===== src/sv/aar_pkg.sv =====
// Shared types, constants and the arctangent table of the axis-angle rotation block.
package aar_pkg;

  localparam int ZW           = 26;
  localparam int CORDIC_STEPS = 20;
  localparam int SQRT_STEPS   = 31;
  localparam int DIV_STEPS    = 31;
  localparam int Q_DEPTH      = 4;
  localparam int Q_AW         = 2;

  localparam logic signed [31:0]   CORDIC_X0 = 32'sd652032874;
  localparam logic signed [ZW-1:0] DEG90     = 26'sd5898240;
  localparam logic signed [ZW-1:0] DEG180    = 26'sd11796480;
  localparam logic signed [ZW-1:0] DEG360    = 26'sd23592960;

  typedef struct packed {
    logic signed [16:0] angle_deg;
    logic signed [15:0] axis_x;
    logic signed [15:0] axis_y;
    logic signed [15:0] axis_z;
  } in_t;

  typedef struct packed {
    logic signed [15:0] m00;
    logic signed [15:0] m01;
    logic signed [15:0] m02;
    logic signed [15:0] m10;
    logic signed [15:0] m11;
    logic signed [15:0] m12;
    logic signed [15:0] m20;
    logic signed [15:0] m21;
    logic signed [15:0] m22;
    logic               degenerate;
  } out_t;

  typedef struct packed {
    logic [2:0]       sgn;
    logic [2:0][15:0] mag;
    logic             degen;
  } axis_t;

  typedef struct packed {
    axis_t                ax;
    logic [31:0]          n2;
    logic signed [ZW-1:0] z;
    logic                 neg;
  } q_item_t;

  function automatic logic [21:0] atan_q16(input int i);
    logic [21:0] a;
    case (i)
      0:  a = 22'd2949120;
      1:  a = 22'd1740967;
      2:  a = 22'd919879;
      3:  a = 22'd466945;
      4:  a = 22'd234379;
      5:  a = 22'd117304;
      6:  a = 22'd58666;
      7:  a = 22'd29335;
      8:  a = 22'd14668;
      9:  a = 22'd7334;
      10: a = 22'd3667;
      11: a = 22'd1833;
      12: a = 22'd917;
      13: a = 22'd458;
      14: a = 22'd229;
      15: a = 22'd115;
      16: a = 22'd57;
      17: a = 22'd29;
      18: a = 22'd14;
      19: a = 22'd7;
      default: a = 22'd0;
    endcase
    return a;
  endfunction

endpackage


===== src/sv/aar_fifo.sv =====
// Short queue between the front end and the arithmetic back end.
module aar_fifo (
  input  logic             clk,
  input  logic             rst_n,
  input  logic             push,
  input  aar_pkg::q_item_t item_in,
  output logic             full,
  input  logic             pop,
  output logic             valid,
  output aar_pkg::q_item_t item_out
);

  aar_pkg::q_item_t            mem_r [aar_pkg::Q_DEPTH];
  logic [aar_pkg::Q_AW-1:0]    wr_r, rd_r;
  logic [aar_pkg::Q_AW:0]      cnt_r, cnt_nxt;

  assign full     = (cnt_r == (aar_pkg::Q_AW + 1)'(aar_pkg::Q_DEPTH));
  assign valid    = (cnt_r != '0);
  assign item_out = mem_r[rd_r];

  always_comb begin
    cnt_nxt = cnt_r;
    if (push && !pop) begin
      cnt_nxt = cnt_r + 1'b1;
    end else if (pop && !push) begin
      cnt_nxt = cnt_r - 1'b1;
    end
  end

  always_ff @(posedge clk) begin
    if (!rst_n) begin
      wr_r  <= '0;
      rd_r  <= '0;
      cnt_r <= '0;
    end else begin
      cnt_r <= cnt_nxt;
      if (push) begin
        wr_r <= wr_r + 1'b1;
      end
      if (pop) begin
        rd_r <= rd_r + 1'b1;
      end
    end
  end

  always_ff @(posedge clk) begin
    if (push) begin
      mem_r[wr_r] <= item_in;
    end
  end

endmodule


===== config.mk =====
export PLATFORM = sky130hd
export DESIGN_NAME = aar_fifo
export DESIGN_NICKNAME = d
export VERILOG_FILES = /design/src/sv/aar_pkg.sv /design/src/sv/aar_fifo.sv
export SDC_FILE = /design/constraint.sdc
export NUM_CORES = 1
export LEC_CHECK = 0
export ABC_AREA = 1
export BUFFER_PORTS_ARGS = -buffer_cell sky130_fd_sc_hd__buf_4
export CAP_MARGIN = 20
export CORE_MARGIN = 2
export CORE_UTILIZATION = 25
export CTS_BUF_LIST = sky130_fd_sc_hd__clkbuf_16
export DETAILED_ROUTE_END_ITERATION = 10
export PLACE_DENSITY = 0.46
export SLEW_MARGIN = 10
export SYNTH_ARGS = -nofsm -noshare
export SYNTH_HDL_FRONTEND = slang
export SYNTH_SLANG_ARGS = --single-unit

===== constraint.sdc =====
create_clock -name clk -period 7.12 [get_ports clk]
set_clock_uncertainty 0.15 [all_clocks]
set_input_delay 1.424 -clock clk [delete_from_list [all_inputs] [get_ports clk]]
set_output_delay 1.424 -clock clk [all_outputs]
set_load 0.05 [all_outputs]

==> reports/metrics.csv <==
metric,value,unit
outcome,finished clean,
pin_count,228,
p_leak,7.21,nW
routedWlPerCell,18.2,um
slowest_delay,630,ps
grt_pass1_vias,10100,
final_max_slew_viol_count,0,
hold_class,flip-flop to flip-flop,
ys_async_sr_fraction,0,%
arrival,3180,ps
finalSetupTns,0,ps
gp_routability_congestion,0.692,
grt_pass1_wl,62100,um
vias,9955,
fin_area,21000,um^2
antenna_found_initial,3,
yosys.area.top_type_share,78.8,%
post_cts_buffers,0,
pwr-share-clk,38.9,%
swShare,26.0,%
cts_tree,yes,
drtIter0Drc,573,
dp_hpwl,21200,um
firstDrtPassIters,5,
timing.rr.end,mem_r[3][47]$_DFFE_PP_,
worstHoldStart,rd_r[1]$_SDFFE_PN0P_,
synth.most_common_cell,edfxtp_1,
report.final.setup_viol,0,
nFillCells,6714,
multi_input_area,2910,um^2
nets,1472,
rows,95,
yosysWarnings,0,
vdd_drop_max,0.167,mV
netlist_instances,1132,
crit_required,5550,ps
cp-end-kind,output pin,
die_h,264,um
final_util,31.4,%
initial_core_util,25.2,%
num_antenna_cells,0,
syn_area,16900,um^2
grt_max_degree,125,
combPwrFrac,13.4,%
power_density,308,nW/um^2
ys_seq_area_share,79.9,%
drive_gt1_share,23.0,%
p_int,4.80,mW
rr_worst_depth,4,
cts_buffers,51,
die_x,264,um
clkTransAtPathRegs,60,ps
insertion_delay,570,ps
max_freq,210,MHz
port_buffers,227,
critPathSlowestCell,inv_6,
via_per_inst,4.41,
routed_wl,41000,um
drtAntennaViolNets,0,
critPathKind,flip-flop to output pin,
fin_crit,4750,ps
power_frac_seq,47.7,%
yosys_most_used_dff,edfxtp_1,
yosys-top-cells-count,"444 x edfxtp_1, 228 x nor2_1, 156 x o21ai_0",
maxCapViolations,0,
clockRootBuffer,clkbuf_16,
rsz0062_at_grt,no,
dieArea,69700,um^2
synth_area_leaders,"edfxtp_1 79%, nor2_1 5.1%, o21ai_0 4.6%, o22ai_1 3.7%, o21ai_1 2.1%",
ctsHoldBuffers,0,
seqCellArea,13500,um^2
drcViolationCount,0,
grt_util_all_layers,11.6,%
ys_ff_latch,453,
area_growth,24.4,%
maxSlewHeadroom,41.2,%
crit_fanout,124,
worstPathCellList,inv_6 -> buf_12 -> nor2_1 -> o22ai_1 -> buf_4,
fin_crit_sh,66.7,%
hold_path_depth,1,
rrSetupSlack,4600,ps
synth_nets,1253,
synth.avg_cell_area,14.9,um^2
clock-sinks,453,
htreeDepth,2,
placed_area,19400,um^2
gr-total-overflow,0,
critPathLaunchType,flip-flop,
worst_slew_pin_slew,882,ps
hold_viol,0,
clk_path_buf_depth,3,
r2r_start,wr_r[0]$_SDFFE_PN0P_,
synth_top_area_cell,edfxtp_1,
p_switching,1.68,mW
cts.repair.resized,0,
synth_edf_count,444,
synth_cell_types,20,
core,67000,um^2
worst max path at each step:
stage                         start                     to  slack [ps]  depth (start not counted)
after floorplan                push  mem_r[0][0]$_DFFE_PP_        2910                          2
after global placement    flip-flop           item_out[20]        2930                          5
after global routing      flip-flop           item_out[20]        2070                          5
after CTS                 flip-flop           item_out[20]        2250                          5
final                     flip-flop           item_out[20]        2370                          5
after detailed placement  flip-flop           item_out[20]        2910                          5
power groups by stage:
| stage | Sequential [mW] | Clock [mW] | Combinational, mW |
|---|---|---|---|
| after floorplan | 3.13 | 0 | 0.576 |
| after global placement | 3.15 | 0 | 0.879 |
| after detailed placement | 3.15 | 0 | 0.885 |
| after CTS | 3.09 | 2.60 | 0.886 |
| after global routing | 3.10 | 2.70 | 0.931 |
| final | 3.09 | 2.52 | 0.870 |
cells in the final DEF, fill, tap and decap left out, types with 2 or more instances in the layout:
cell type | Yosys | final
a21oi_1 | 4 | 4
buf_12 | 0 | 4
buf_4 | 8 | 234
bufinv_16 | 0 | 5
clkbuf_16 | 0 | 53
clkinv_1 | 0 | 11
clkinv_2 | 0 | 3
clkinvlp_4 | 0 | 2
dfxtp_1 | 9 | 7
dfxtp_4 | 0 | 2
edfxtp_1 | 444 | 444
ha_1 | 5 | 5
inv_1 | 15 | 24
inv_4 | 0 | 4
nand2_1 | 10 | 10
nor2_1 | 228 | 228
o21ai_0 | 156 | 156
o21ai_1 | 72 | 72
o22ai_1 | 101 | 101
o22ai_2 | 10 | 10
area by class of cell:
class                           count  area share, %
Clock buffer                       53           6.30
Clock inverter                     34           1.30
Inverter                           17          0.381
Multi-Input combinational cell    590           13.8
Sequential cell                   453           64.3
Tap cell                          873           5.19
Timing Repair Buffer              238           8.73
layer usage:
metal  global-route usage (%)  vias up  share of wire [%]
met4                     3.01        4                2.0
met3                     3.50       59                6.3
li1                         -     4720                  -
met5                        0        -              0.073
met1                     14.7     4966                 44
met2                     19.2      206                 47
worst max-delay path: cells and delay by family, from the launching register on:
kind	cells	cell delay, ps
AOI/OAI and AO/OA	1	320
buffers and inverters	3	1350
DFF	1	600
and+or+nand+nor	1	80
sequential cells by signal (all words and copies together), names as in the netlist, named ones only:
| signal | flops |
|---|---|
| mem_r | 444 |
| rd_r | 2 |
| cnt_r | 3 |
| wr_r | 2 |
logic make-up (layout without fill, tap and decap cells):
logic type | after synthesis | in the layout | share of synthesized area (%)
fa+ha+maj | 6 | 6 | 0.488
simple gates | 241 | 241 | 5.38
buf+inv | 89 | 342 | 2.88
compound gates | 343 | 343 | 11.3
flops | 453 | 453 | 79.9
stage by stage:
stage / total power, mW / worst slack (ps) / cells / hold WS, ps
2_1_floorplan: 3.71 / 2910 / 1132 / 262
3_3_place_gp: 4.02 / 2930 / 2171 / 269
3_5_place_dp: 4.03 / 2910 / 2171 / 277
4_1_cts: 6.58 / 2250 / 2258 / 289
5_1_grt: 6.73 / 2070 / 2258 / 346
6_report: 6.48 / 2370 / 2258 / 302
Note: power is estimated with default switching activity, not from simulation.
