**src/sv/aar_pkg.sv**
```systemverilog
// Shared types, constants and the arctangent table of the axis-angle rotation block.
package aar_pkg;

  localparam int ZW           = 26;
  localparam int CORDIC_STEPS = 20;
  localparam int SQRT_STEPS   = 31;
  localparam int DIV_STEPS    = 31;
  localparam int Q_DEPTH      = 4;
  localparam int Q_AW         = 2;

  localparam logic signed [31:0]   CORDIC_X0 = 32'sd652032874;
  localparam logic signed [ZW-1:0] DEG90     = 26'sd5898240;
  localparam logic signed [ZW-1:0] DEG180    = 26'sd11796480;
  localparam logic signed [ZW-1:0] DEG360    = 26'sd23592960;

  typedef struct packed {
    logic signed [16:0] angle_deg;
    logic signed [15:0] axis_x;
    logic signed [15:0] axis_y;
    logic signed [15:0] axis_z;
  } in_t;

  typedef struct packed {
    logic signed [15:0] m00;
    logic signed [15:0] m01;
    logic signed [15:0] m02;
    logic signed [15:0] m10;
    logic signed [15:0] m11;
    logic signed [15:0] m12;
    logic signed [15:0] m20;
    logic signed [15:0] m21;
    logic signed [15:0] m22;
    logic               degenerate;
  } out_t;

  typedef struct packed {
    logic [2:0]       sgn;
    logic [2:0][15:0] mag;
    logic             degen;
  } axis_t;

  typedef struct packed {
    axis_t                ax;
    logic [31:0]          n2;
    logic signed [ZW-1:0] z;
    logic                 neg;
  } q_item_t;

  function automatic logic [21:0] atan_q16(input int i);
    logic [21:0] a;
    case (i)
      0:  a = 22'd2949120;
      1:  a = 22'd1740967;
      2:  a = 22'd919879;
      3:  a = 22'd466945;
      4:  a = 22'd234379;
      5:  a = 22'd117304;
      6:  a = 22'd58666;
      7:  a = 22'd29335;
      8:  a = 22'd14668;
      9:  a = 22'd7334;
      10: a = 22'd3667;
      11: a = 22'd1833;
      12: a = 22'd917;
      13: a = 22'd458;
      14: a = 22'd229;
      15: a = 22'd115;
      16: a = 22'd57;
      17: a = 22'd29;
      18: a = 22'd14;
      19: a = 22'd7;
      default: a = 22'd0;
    endcase
    return a;
  endfunction

endpackage

```
**src/sv/aar_front.sv**
```systemverilog
// Front end: accepts items, reduces the angle, squares the axis and flags degenerate axes.
module aar_front #(
  parameter int ANGLE_FRAC_BITS = 7
) (
  input  logic             clk,
  input  logic             rst_n,
  input  logic             in_valid,
  output logic             in_ready,
  input  aar_pkg::in_t     in_data,
  input  logic             q_full,
  output logic             q_push,
  output aar_pkg::q_item_t q_item
);

  localparam longint unsigned MOD = 64'd360 << ANGLE_FRAC_BITS;
  localparam longint unsigned OFF = MOD * ((64'd65536 + MOD - 64'd1) / MOD);
  localparam longint unsigned RCP = (64'd1 << 32) / MOD;
  localparam int AW  = $clog2(OFF + 64'd65536);
  localparam int RW  = $clog2(RCP + 64'd1);
  localparam int PW  = AW + RW;
  localparam int QW  = PW - 32;
  localparam int MW  = $clog2(MOD + 64'd1);
  localparam int QMW = QW + MW;
  localparam int SH  = 16 - ANGLE_FRAC_BITS;
  localparam logic [AW-1:0] OFF_V = AW'(OFF);
  localparam logic [AW-1:0] MOD_A = AW'(MOD);
  localparam logic [RW-1:0] RCP_V = RW'(RCP);
  localparam logic [MW-1:0] MOD_M = MW'(MOD);

  logic fe;

  logic              f1_v_r;
  logic [AW-1:0]     f1_a_r;
  logic [PW-1:0]     f1_prod_r;
  logic [2:0][31:0]  f1_sq_r;
  aar_pkg::axis_t    f1_ax_r;

  logic              f2_v_r;
  logic [AW-1:0]     f2_rem_r;
  logic [31:0]       f2_n2_r;
  aar_pkg::axis_t    f2_ax_r;

  logic              f3_v_r;
  aar_pkg::q_item_t  f3_item_r;

  logic signed [AW:0]   a_ext;
  logic [AW-1:0]        a_nxt;
  logic [PW-1:0]        prod_nxt;
  logic signed [31:0]   sqx, sqy, sqz;
  aar_pkg::axis_t       ax_nxt;
  logic [QW-1:0]        quo;
  logic [QMW-1:0]       qm;
  logic [AW-1:0]        rem_nxt;
  logic [31:0]          n2_nxt;
  logic [AW-1:0]        r1;
  logic signed [aar_pkg::ZW-1:0] zq;
  aar_pkg::q_item_t     item_nxt;

  assign fe       = !f3_v_r || !q_full;
  assign in_ready = fe;
  assign q_push   = f3_v_r && !q_full;
  assign q_item   = f3_item_r;

  always_comb begin
    a_ext = $signed({{(AW-16){in_data.angle_deg[16]}}, in_data.angle_deg}) +
            $signed({1'b0, OFF_V});
    a_nxt = a_ext[AW-1:0];
    prod_nxt = PW'(a_nxt) * PW'(RCP_V);
    sqx = in_data.axis_x * in_data.axis_x;
    sqy = in_data.axis_y * in_data.axis_y;
    sqz = in_data.axis_z * in_data.axis_z;
    ax_nxt.sgn = {in_data.axis_z[15], in_data.axis_y[15], in_data.axis_x[15]};
    ax_nxt.mag[0] = in_data.axis_x[15] ? 16'(-in_data.axis_x) : in_data.axis_x;
    ax_nxt.mag[1] = in_data.axis_y[15] ? 16'(-in_data.axis_y) : in_data.axis_y;
    ax_nxt.mag[2] = in_data.axis_z[15] ? 16'(-in_data.axis_z) : in_data.axis_z;
    ax_nxt.degen = (in_data.axis_x == in_data.axis_y) && (in_data.axis_y == in_data.axis_z);
  end

  always_comb begin
    quo     = f1_prod_r[PW-1:32];
    qm      = QMW'(quo) * QMW'(MOD_M);
    rem_nxt = f1_a_r - AW'(qm);
    n2_nxt  = f1_sq_r[0] + f1_sq_r[1] + f1_sq_r[2];
  end

  always_comb begin
    r1 = (f2_rem_r >= MOD_A) ? (f2_rem_r - MOD_A) : f2_rem_r;
    zq = aar_pkg::ZW'(r1) <<< SH;
    if (zq >= aar_pkg::DEG180) begin
      zq = zq - aar_pkg::DEG360;
    end
    item_nxt.ax  = f2_ax_r;
    item_nxt.n2  = f2_n2_r;
    item_nxt.z   = zq;
    item_nxt.neg = 1'b0;
    if (zq > aar_pkg::DEG90) begin
      item_nxt.z   = zq - aar_pkg::DEG180;
      item_nxt.neg = 1'b1;
    end else if (zq < -aar_pkg::DEG90) begin
      item_nxt.z   = zq + aar_pkg::DEG180;
      item_nxt.neg = 1'b1;
    end
  end

  always_ff @(posedge clk) begin
    if (!rst_n) begin
      f1_v_r <= 1'b0;
      f2_v_r <= 1'b0;
      f3_v_r <= 1'b0;
    end else if (fe) begin
      f1_v_r <= in_valid;
      f2_v_r <= f1_v_r;
      f3_v_r <= f2_v_r;
    end
  end

  always_ff @(posedge clk) begin
    if (fe) begin
      f1_a_r    <= a_nxt;
      f1_prod_r <= prod_nxt;
      f1_sq_r   <= {sqz, sqy, sqx};
      f1_ax_r   <= ax_nxt;
      f2_rem_r  <= rem_nxt;
      f2_n2_r   <= n2_nxt;
      f2_ax_r   <= f1_ax_r;
      f3_item_r <= item_nxt;
    end
  end

endmodule

```
**config.mk**
```make
export PLATFORM = sky130hd
export DESIGN_NAME = aar_front
export DESIGN_NICKNAME = d
export VERILOG_FILES = /design/src/sv/aar_pkg.sv /design/src/sv/aar_front.sv
export SDC_FILE = /design/constraint.sdc
export NUM_CORES = 2
export LEC_CHECK = 0
export ABC_AREA = 0
export ABC_CLOCK_PERIOD_IN_PS = 13300
export BUFFER_PORTS_ARGS = -buffer_cell sky130_fd_sc_hd__buf_2
export CAP_MARGIN = 20
export CORE_ASPECT_RATIO = 1.1
export CORE_UTILIZATION = 40
export CTS_BUF_LIST = sky130_fd_sc_hd__clkbuf_16
export DETAILED_ROUTE_END_ITERATION = 7
export PLACE_DENSITY = 0.59
export SYNTH_ARGS = -nofsm -noshare
export SYNTH_HDL_FRONTEND = slang
export SYNTH_SLANG_ARGS = --single-unit
```
**constraint.sdc**
```tcl
create_clock -name clk -period 13.3 [get_ports clk]
set_clock_uncertainty 0.05 [all_clocks]
set_input_delay 2.66 -clock clk [delete_from_list [all_inputs] [get_ports clk]]
set_output_delay 2.66 -clock clk [all_outputs]
set_load 0.02 [all_outputs]
```
==> flow_metrics.tcl <==
set metrics [dict create \
    crit_fanout 14 \
    r2r_setup_slack_ps 8490 \
    routabilityCongestion 0.873 \
    timing.final.crit_share 0.727 \
    avgRoutedWirePerCell_um 17.1 \
    ys_ff_latch 370 \
    ys.flop_type "edfxtp_1" \
    grt-ovfl-total 0 \
    nets 5829 \
    routed_wl_mm 103 \
    die_x_um 328 \
    synth_top_area_share 0.349 \
    cts_buffer_depth 3 \
    whs_endpoint "q_item[80]" \
    dp_hpwl_mm 83.8 \
    yosysMostFrequentCell "inv_1" \
    syn_avg_cell_area_sq_um 10.7 \
    syn_inst 4364 \
    netlist_top_cells_count "1112 x inv_1, 817 x fa_1, 450 x ha_1" \
    vias 29814 \
    setup_viol 0 \
    post_cts_buffers 0 \
    ctsResizeCount 0 \
    vias_per_cell 4.92 \
    finalSetupTns_ps 0 \
    report.final.slew_viol_count 0 \
    yosysSeqAreaShare 0.236 \
    tightest_slew_ps 977 \
    cts_buffers 44 \
    r2r_end "q_item[21]" \
    htree_levels 2 \
    final_area_sq_um 50800 \
    hold_viol 0 \
    critical_path_class "in2reg" \
    first_pass_iters 8 \
    period_needed_ps 9660 \
    crit_path_start_kind "input pin" \
    drtIter0Drc 1487 \
    ios 182 \
    die_height_um 361 \
    synth_cell_type_count 104 \
    async_flop_share 0 \
    max_slew_margin 0.349 \
    placed_area_sq_um 49300 \
    drc 56 \
    path_clk_slew_ps 70 \
    cts_hold_buf 0 \
    port_buffers 172 \
    violations "DRC" \
    synth_area_leader_cell "fa_1" \
    post-place-ws_ps 3110 \
    outcome "finished with violations" \
    areaGrowthSynthToFinish_pct 8.31 \
    ant_nets 0 \
    synth_area_sq_um 46900 \
    fillers 11121 \
    timing.rr.start "f2_rem_r[10]" \
    worstPathRequired_ps 13660 \
    initial_core_util 0.404 \
    grt_max_degree 156 \
    layout-drive-gt1-share 0.0731 \
    antenna_found_initial 2 \
    synth_warnings 0 \
    cap_violations 0 \
    layout_setup_ws_ps 3640 \
    insertion_delay_ps 620 \
    rsz0062_at_grt "no" \
    die_area_sq_um 119000 \
    cts_tree "done" \
    r2r_cells 16 \
    hold_depth 0 \
    grt_usage 0.184 \
    hold_class "reg2reg" \
    rows 131 \
    grt_pass1_wl_mm 171 \
    yosys-top-cells-area "fa_1 35%, edfxtp_1 24%, ha_1 12%" \
    synth_edf_count 367 \
    arrival_ps 10030 \
    multi_input_area_sq_um 31100 \
    seq_area_sq_um 11100 \
    endpoint_kind "register" \
    core_sq_um 116000 \
    min_from "f2_ax_r[21]" \
    max_freq_mhz 103 \
    cts_root_buf "clkbuf_16" \
    cts.sinks 370 \
    first_global_vias 32434 \
]
-- critical path, cell delays in order --
cell and delay [ps]:
buf_2 330, clkinv_1 650, nor2_1 370, fa_1 450
inv_1 90, fa_1 410, fa_1 510, fa_1 550
inv_1 50, fa_1 490, fa_1 410, ha_1 370
a2111oi_0 340, o21ai_0 200, nand3b_1 170, a31oi_1 140
o41ai_2 690, nor4b_1 210, or4_1 580, a31o_2 260
o211ai_1 100
-- area by class of cell --
type | count | area share
antenna | 2 | 0.0000986
clock inverter | 35 | 0.00609
timing repair buffer | 191 | 0.0200
clock buffer | 44 | 0.0217
multi-input combinational | 2760 | 0.613
inverter | 1126 | 0.0833
sequential | 370 | 0.218
tap | 1529 | 0.0377
-- through the flow --
step / hold slack, ps / instances / utilization
5_1_grt: 337 / 6055 / 0.437
4_1_cts: 322 / 6055 / 0.437
2_1_floorplan: 350 / 4375 / -
3_3_place_gp: 350 / 5976 / 0.425
6_report: 333 / 6057 / 0.437
3_5_place_dp: 355 / 5976 / 0.425
-- cell families after synthesis --
logic type                 Yosys count  synth area share
AOI/OAI and AO/OA                  439            0.0663
xor gates and xnor gates           228            0.0428
adders and majority gates         1267             0.469
buffers and inverters             1245             0.101
DFF                                370             0.236
muxes                                7           0.00155
other                                1         0.0000800
and+or+nand+nor                    807            0.0829
-- cell usage in the layout (no fill, tap or decap), drive strengths merged, types with 12 or more instances in the layout --
cell type,count
a211oi,12
a21o,69
a21oi,116
a31o,21
and2,90
and3,18
buf,191
clkbuf,44
clkinv,27
conb,12
edfxtp,367
fa,817
ha,450
inv,1128
nand2,289
nand2b,17
nand3,43
nand4,12
nor2,175
nor2b,18
nor3,73
nor4,13
o21a,26
o21ai,67
o21bai,24
or2,17
or3,14
xnor2,186
xor2,42
-- state kept, by name (all words and copies together), names as in the netlist --
register and cells:
f2_v_r 1, f2_rem_r 18, f1_ax_r 49, f1_prod_r 3, f2_n2_r 32, f2_ax_r 52, f1_a_r 18, f1_sq_r 93
q_item 102, f1_v_r 1, f3_v_r 1
-- worst max path at each step --
stage / from / endpoint / cells past startpoint
floorplan: q_full / in_ready / 1
global placement: in_data[10] / f1_sq_r[95] / 21
detailed placement: in_data[10] / f1_sq_r[95] / 21
CTS: in_data[10] / f1_sq_r[95] / 21
global route: in_data[10] / f1_sq_r[95] / 21
finish: in_data[10] / f1_sq_r[95] / 21
-- metal layers --
layer  routed length [um]  track usage  vias up
met1                42500        0.234    15138
met2                52600        0.321      615
met5                   26            0        -
met4                 3430       0.0606        4
li1                     -            -    13913
met3                 4970       0.0242      144
Power is left out: the tool's default activity adds up to more than one toggle a clock period on the data nets, which glitch-free logic cannot reach.
